`config.mk`:
```
export PLATFORM = sky130hd
export DESIGN_NAME = pip_edge_unit
export DESIGN_NICKNAME = d
export VERILOG_FILES = /design/src/rtl/core/pip_pkg.sv /design/src/rtl/core/pip_edge_unit.sv
export SDC_FILE = /design/constraint.sdc
export NUM_CORES = 2
export LEC_CHECK = 0
export ABC_CLOCK_PERIOD_IN_PS = 6800
export BUFFER_PORTS_ARGS = -buffer_cell sky130_fd_sc_hd__buf_2
export CAP_MARGIN = 5
export CORE_MARGIN = 3
export CORE_UTILIZATION = 40
export DETAILED_ROUTE_END_ITERATION = 12
export HOLD_SLACK_MARGIN = 0.12
export PLACE_DENSITY_LB_ADDON = 0.2
export SLEW_MARGIN = 20
export SYNTH_ARGS = -nofsm -noshare
export SYNTH_HDL_FRONTEND = slang
export SYNTH_SLANG_ARGS = --single-unit
```
`constraint.sdc`:
```
create_clock -name clk -period 6.8 [get_ports clk]
set_input_delay 0.34 -clock clk [delete_from_list [all_inputs] [get_ports clk]]
set_output_delay 0.34 -clock clk [all_outputs]
set_load 0.02 [all_outputs]
```
`src/rtl/core/pip_pkg.sv`:
```
`timescale 1ns / 1ps
// ----------------------------------------------------------------------------
// pip_pkg
// Shared types and constants of the point-in-polygon block.
// ----------------------------------------------------------------------------
package pip_pkg;

  localparam int MAX_VERTICES_DEF = 32;
  localparam int COORD_WIDTH_DEF  = 16;

  localparam int CMD_W    = 2;
  localparam int VCOUNT_W = 6;
  localparam int M_DATA_W = 8;

  localparam logic [CMD_W-1:0] CMD_CLEAR  = 2'd0;
  localparam logic [CMD_W-1:0] CMD_APPEND = 2'd1;
  localparam logic [CMD_W-1:0] CMD_QUERY  = 2'd2;

  typedef enum logic [1:0] {
    ST_IDLE,
    ST_WALK,
    ST_DRAIN,
    ST_RESP
  } pip_state_t;

  // Control from the sequencer to the edge unit.
  typedef struct packed {
    logic start;      // clears the inside flag for a new query
    logic vtx_vld;    // a vertex arrives from the memory
    logic vtx_first;  // the arriving vertex only opens the first edge
  } pip_edge_ctl_t;

  // Status from the edge unit back to the sequencer.
  typedef struct packed {
    logic busy;
    logic in_poly;
  } pip_edge_st_t;

endpackage

```
`src/rtl/core/pip_edge_unit.sv`:
```
`timescale 1ns / 1ps
// ----------------------------------------------------------------------------
// pip_edge_unit
// Crossing test of one polygon edge per cycle, pipelined over three stages.
// ----------------------------------------------------------------------------
module pip_edge_unit #(
  parameter int COORD_WIDTH = 16
) (
  input  logic                          clk,
  input  logic                          rst,
  input  pip_pkg::pip_edge_ctl_t        ctl,
  input  logic signed [COORD_WIDTH-1:0] vtx_x,
  input  logic signed [COORD_WIDTH-1:0] vtx_y,
  input  logic signed [COORD_WIDTH-1:0] pt_x,
  input  logic signed [COORD_WIDTH-1:0] pt_y,
  output pip_pkg::pip_edge_st_t         st
);

  import pip_pkg::*;

  localparam int DW = COORD_WIDTH + 1;
  localparam int PW = 2 * DW;

  logic signed [COORD_WIDTH-1:0] prev_x;
  logic signed [COORD_WIDTH-1:0] prev_y;

  logic signed [DW-1:0] dxp_c, dy_c, dxe_c, dyp_c;
  logic                 strad_c;

  logic                 vld1;
  logic                 strad1;
  logic signed [DW-1:0] dxp1, dy1, dxe1, dyp1;

  logic                 vld2;
  logic                 strad2;
  logic                 dy_neg2;
  logic signed [PW-1:0] lhs2, rhs2;

  logic                 hit;
  logic                 in_flag;

  // The arriving vertex is i, the held one is j of the edge (j, i).
  always_comb begin
    dxp_c   = {pt_x[COORD_WIDTH-1], pt_x} - {vtx_x[COORD_WIDTH-1], vtx_x};
    dy_c    = {prev_y[COORD_WIDTH-1], prev_y} - {vtx_y[COORD_WIDTH-1], vtx_y};
    dxe_c   = {prev_x[COORD_WIDTH-1], prev_x} - {vtx_x[COORD_WIDTH-1], vtx_x};
    dyp_c   = {pt_y[COORD_WIDTH-1], pt_y} - {vtx_y[COORD_WIDTH-1], vtx_y};
    strad_c = (vtx_y > pt_y) != (prev_y > pt_y);
  end

  always_ff @(posedge clk) begin
    if (ctl.vtx_vld) begin
      prev_x <= vtx_x;
      prev_y <= vtx_y;
    end
  end

  always_ff @(posedge clk) begin
    if (rst) begin
      vld1 <= 1'b0;
      vld2 <= 1'b0;
    end else begin
      vld1 <= ctl.vtx_vld && !ctl.vtx_first;
      vld2 <= vld1;
    end
  end

  always_ff @(posedge clk) begin
    strad1 <= strad_c;
    dxp1   <= dxp_c;
    dy1    <= dy_c;
    dxe1   <= dxe_c;
    dyp1   <= dyp_c;
  end

  always_ff @(posedge clk) begin
    strad2  <= strad1;
    dy_neg2 <= dy1[DW-1];
    lhs2    <= dxp1 * dy1;
    rhs2    <= dxe1 * dyp1;
  end

  // A straddling edge never has a zero y span, so the sign bit picks the side.
  assign hit = dy_neg2 ? (rhs2 < lhs2) : (lhs2 < rhs2);

  always_ff @(posedge clk) begin
    if (rst || ctl.start) begin
      in_flag <= 1'b0;
    end else if (vld2 && strad2 && hit) begin
      in_flag <= !in_flag;
    end
  end

  assign st.busy    = vld1 || vld2;
  assign st.in_poly = in_flag;

endmodule

```
* Word-level counts from Yosys, hierarchy flattened *
Cells that the tools add are included.

storage, ports and cells
  bits in registers = 174
  input bits = 69
  output and inout bits = 2
  logic and storage cells = 33

cells by class
  add/sub/neg operators = 4
  multipliers = 2
  $lt $le $gt $ge = 4
  eq/ne operators = 1
  mux-type cells = 1
  reductions and logical operators = 7

operator list
  cell                                            count
  34-bit < comparator                             2
  17-bit by 17-bit multiplier with 34-bit output  2
  16-bit by 16-bit subtractor with 17-bit output  4
  16-bit > comparator                             2
  1-bit logical AND                               3
  1-bit logical NOT                               2
  1-bit logical OR                                2
  1-bit two-way mux                               1
  1-bit != test                                   1

* Logic depth before layout (Yosys ltp) *
  depth in word-level cells = 3
  depth in mapped cells = 24
  depth with buffers taken out = 23

* Worst setup path after synthesis *
Ideal clock, no wire load.

  kind = reg2reg
  start point = reg dy1[8]
  end point = reg lhs2[30]
  library setup time = 0.072 ns
  arrival time = 5.932 ns
  required time = 6.728 ns
  slack = 0.797 ns
  cell stages (with the launch flop) = 25
  path buffers = 2
  period minus slack after synthesis = 6.003 ns
  path through = dfxtp_1 > clkbuf_1 > clkbuf_1 > nand2_1 > fa_1 > inv_1 > fa_1 > inv_1 > fa_1 > inv_1 > fa_1 > fa_1 > inv_1 > fa_1 > inv_1 > ha_1 > and3_1 > nand3_1 > a21oi_1 > o21ai_0 > a211oi_1 > nor2_1 > o41ai_1 > or2_2 > xor2_1

on the way
  word-level cells in the longest chain between the ends = 1

ends and longest elaborated chain
  element                                         line                 text
  from (decl)                                     pip_edge_unit.sv:32  logic signed [DW-1:0] dxp1, dy1, dxe1, dyp1;
  from (signal assigned)                          pip_edge_unit.sv:71  dy1 <= dy_c;
  17-bit by 17-bit multiplier with 34-bit output  pip_edge_unit.sv:79  lhs2 <= dxp1 * dy1;
  to (signal assigned)                            pip_edge_unit.sv:79
  to (decl)                                       pip_edge_unit.sv:37  logic signed [PW-1:0] lhs2, rhs2;

No other way between the ends.
A chain may end at the register's enable or synchronous reset.

* Worst setup path after layout *
  start point = reg dxp1[7]
  end point = reg lhs2[30]

on the way
  word-level cells in the longest chain between the ends = 1

ends and longest elaborated chain
  element                                         line                 text
  from (decl)                                     pip_edge_unit.sv:32
  from (signal assigned)                          pip_edge_unit.sv:70  dxp1 <= dxp_c;
  17-bit by 17-bit multiplier with 34-bit output  pip_edge_unit.sv:79

No other way between the ends.

==> impl_metrics.yaml <==
logic_synthesis:
  yosys-top-cells-count: "inv_1, fa_1, nand2_1"
  syn_nets: 4060
  netlist.area_leader.share_pct: 40.4
  synth.yosys.seq_area_share_pct: 12.9
  synth_top_area_cell: "fa_1"
  netlist_instances: 3110
  ys.flop_type: "dfxtp_1"
  synth.top_cells.by_area: "fa_1, ha_1, dfxtp_1, inv_1, and2_1"
  synth_cell_type_count: 63
  yosysMostFrequentCell: "inv_1"
  ys_ff_latch: 174
  yosys_warnings: 0
  synth_edf_count: 32
  syn_avg_cell_area_um2: 9.50
  syn_area_mm2: 0.0295
  ys_async_sr_fraction_pct: 0
grt:
  grt_use_met3_pct: 2.56
  grt_use_total_pct: 19.4
  grt_pass1_wl_um: 118000
  grt_use_met2_pct: 33.1
  busiest_layer: "met2"
  antenna_found_initial: 4
  grt_max_degree: 34
  grt_overflow: 0
  use_met1_pct: 26.8
  grt_pass1_vias: 22300
timing:
  max_slew.worst_pin.slew_ps: 918
  tns_ps: 0
  fin_skew_ps: 15.5
  finalHoldViolCount: 0
  slew_viol_final: 0
  layout_min_cycle_time_ps: 6430
  setup_violations: 0
  finalCritPeriodShare_pct: 94.6
  max_slew_margin_pct: 38.8
  max_freq_ghz: 0.155
  rsz0062_at_grt: "false"
floorplanning:
  row_count: 99
  io_pins: 71
  core_mm2: 0.0731
  die_area_mm2: 0.0771
  die_w_um: 278
  die_h_um: 278
  start_util_pct: 40.4
setup_path:
  cp.required_ps: 7190
  r2r-start: "dxp1[7]"
  rrSetupSlack_ps: 370
  critical_path.endpoint: "lhs2[30]"
  cp.arrival_ps: 6820
  path_max_fanout: 11
  cp-start-kind: "register"
  worst_r2r_endpoint: "lhs2[30]"
  critPathKind: "reg2reg"
  reg2regPathDepth: 22
  crit_path_start: "dxp1[7]"
  crit_path_end_kind: "register"
placed_design:
  gp_congestion: 0.816
  dpl.hpwl_um: 60500
  port_buffers: 70
flow_run:
  maxCapViolCount: 0
clock_network:
  htreeDepth: 4
  cts_setup_buffers: 0
  cts_tree: "done"
  clk_pin_slew_worst_paths_ps: 80
  clk_latency_ps: 460
  cts_sinks: 174
  cts_buffer_depth: 2
  cts_buffers: 17
  root_buffer: "clkbuf_16"
route:
  dr.pass1.iters: 4
  avgViaCountPerCell: 4.87
  drcViolationCount: 0
  vias: 20400
  drt-total-wl_um: 69800
  first_iter_violations: 824
  wl_per_cell_um: 16.6
  ant_nets: 0
finish:
  area_delta_synth_final_pct: 9.26
  fillers: 7270
  final_nets: 4172
  drive_gt1_share_pct: 5.90
min_path:
  hold_class: "in2reg"
  holdPathStages: 1
outcome:
  status: "finished clean"
==> worst min path at each step <==
stage	start	endpoint	slack, ps
6_report	vtx_x[0]	prev_x[0]	150
5_1_grt	vtx_x[0]	prev_x[0]	120
4_1_cts	vtx_x[0]	prev_x[0]	130
3_5_place_dp	strad1	strad2	320
3_3_place_gp	strad1	strad2	310
2_1_floorplan	strad1	strad2	310
==> critical path, cell delays in order, from the launching register on <==
cell and delay, ps:
dfxtp_1 620, nand2_1 160, fa_1 560, inv_1 50
fa_1 500, inv_1 50, fa_1 530, inv_1 50
fa_1 450, fa_1 500, inv_1 50, fa_1 480
inv_1 40, ha_1 320, and3_1 200, nand3_1 80
a21oi_1 100, o21ai_0 160, a211oi_1 420, nor2_1 210
o41ai_1 480, or2_2 190, xor2_1 150
==> layer usage <==
metal	routed length, um	up-vias
met5	45	-
met4	918	6
met3	2300	56
met2	34000	273
met1	32500	10400
li1	-	9676
==> cell type report <==
type                    instances  area [um^2]  area share [%]
clock inverters                13          176           0.547
well taps                     959         1200            3.72
diodes                          1         2.50         0.00775
clock buffers                  19          453            1.40
flip-flops and latches        174         3820            11.8
inverters                     708         2660            8.23
repair buffers                170         1180            3.67
multi-input cells            2151        22800            70.6
==> cell families (layout without fill, tap and decap cells) <==
| family | Yosys count | count (layout) | share of synthesized area (%) |
|---|---|---|---|
| buffers and inverters | 785 | 910 | 9.99 |
| AND/OR/NAND/NOR | 859 | 859 | 14.5 |
| adder cells (fa/ha/maj) | 881 | 881 | 52.5 |
| other | 0 | 1 | 0 |
| XOR/XNOR | 116 | 116 | 3.44 |
| flip-flops | 174 | 174 | 12.9 |
| AO/OA/AOI/OAI | 294 | 294 | 6.66 |
| multiplexers | 1 | 1 | 0.0339 |
==> metrics by stage <==
step                setup slack [ps]  std cells  cell area, um^2  hold slack [ps]  util (%)
global placement                 287       4129            31300              311      42.8
finish                           367       4195            32300              146      44.2
CTS                              204       4194            32300              131      44.1
floorplan                        797       3110            29500              310         -
detailed placement               236       4129            31300              317      42.8
global route                    5.37       4194            32300              125      44.2
==> what timing repair did <==
action,CTS,global route
resized for setup,0,11
hold endpoints to repair,31,0
endpoints found under the setup margin,0,6
hold buffers,33,0
==> flip-flops by register name, summed over array words and instances (netlist names), 16 cells and up <==
name / flops
rhs2: 34
prev_y: 16
dxe1: 17
dxp1: 17
dyp1: 17
lhs2: 34
dy1: 17
prev_x: 16
==> placed cells by master, fill, tap and decap left out, types with 6 or more instances in the layout <==
cell	synthesis	layout
a2111oi_0	6	6
a211o_1	6	6
a211oi_1	14	14
a21o_1	43	43
a21oi_1	79	79
and2_1	298	298
and3_1	11	11
buf_2	0	70
buf_4	1	67
clkbuf_16	0	17
dfxtp_1	142	131
dfxtp_2	0	11
dlygate4sd3_1	0	33
edfxtp_1	32	32
fa_1	596	596
ha_1	285	285
inv_1	708	708
nand2_1	310	310
nand2b_1	15	15
nand3_1	24	24
nand4_1	13	13
nor2_1	100	100
nor2b_1	25	25
nor3_1	34	34
o21a_1	22	22
o21ai_0	57	57
o21bai_1	8	8
or3_1	15	15
xnor2_1	92	92
xor2_1	24	24
Power is not shown: default switching activity piles up to over one toggle a cycle in this logic, so the estimate is an artifact.
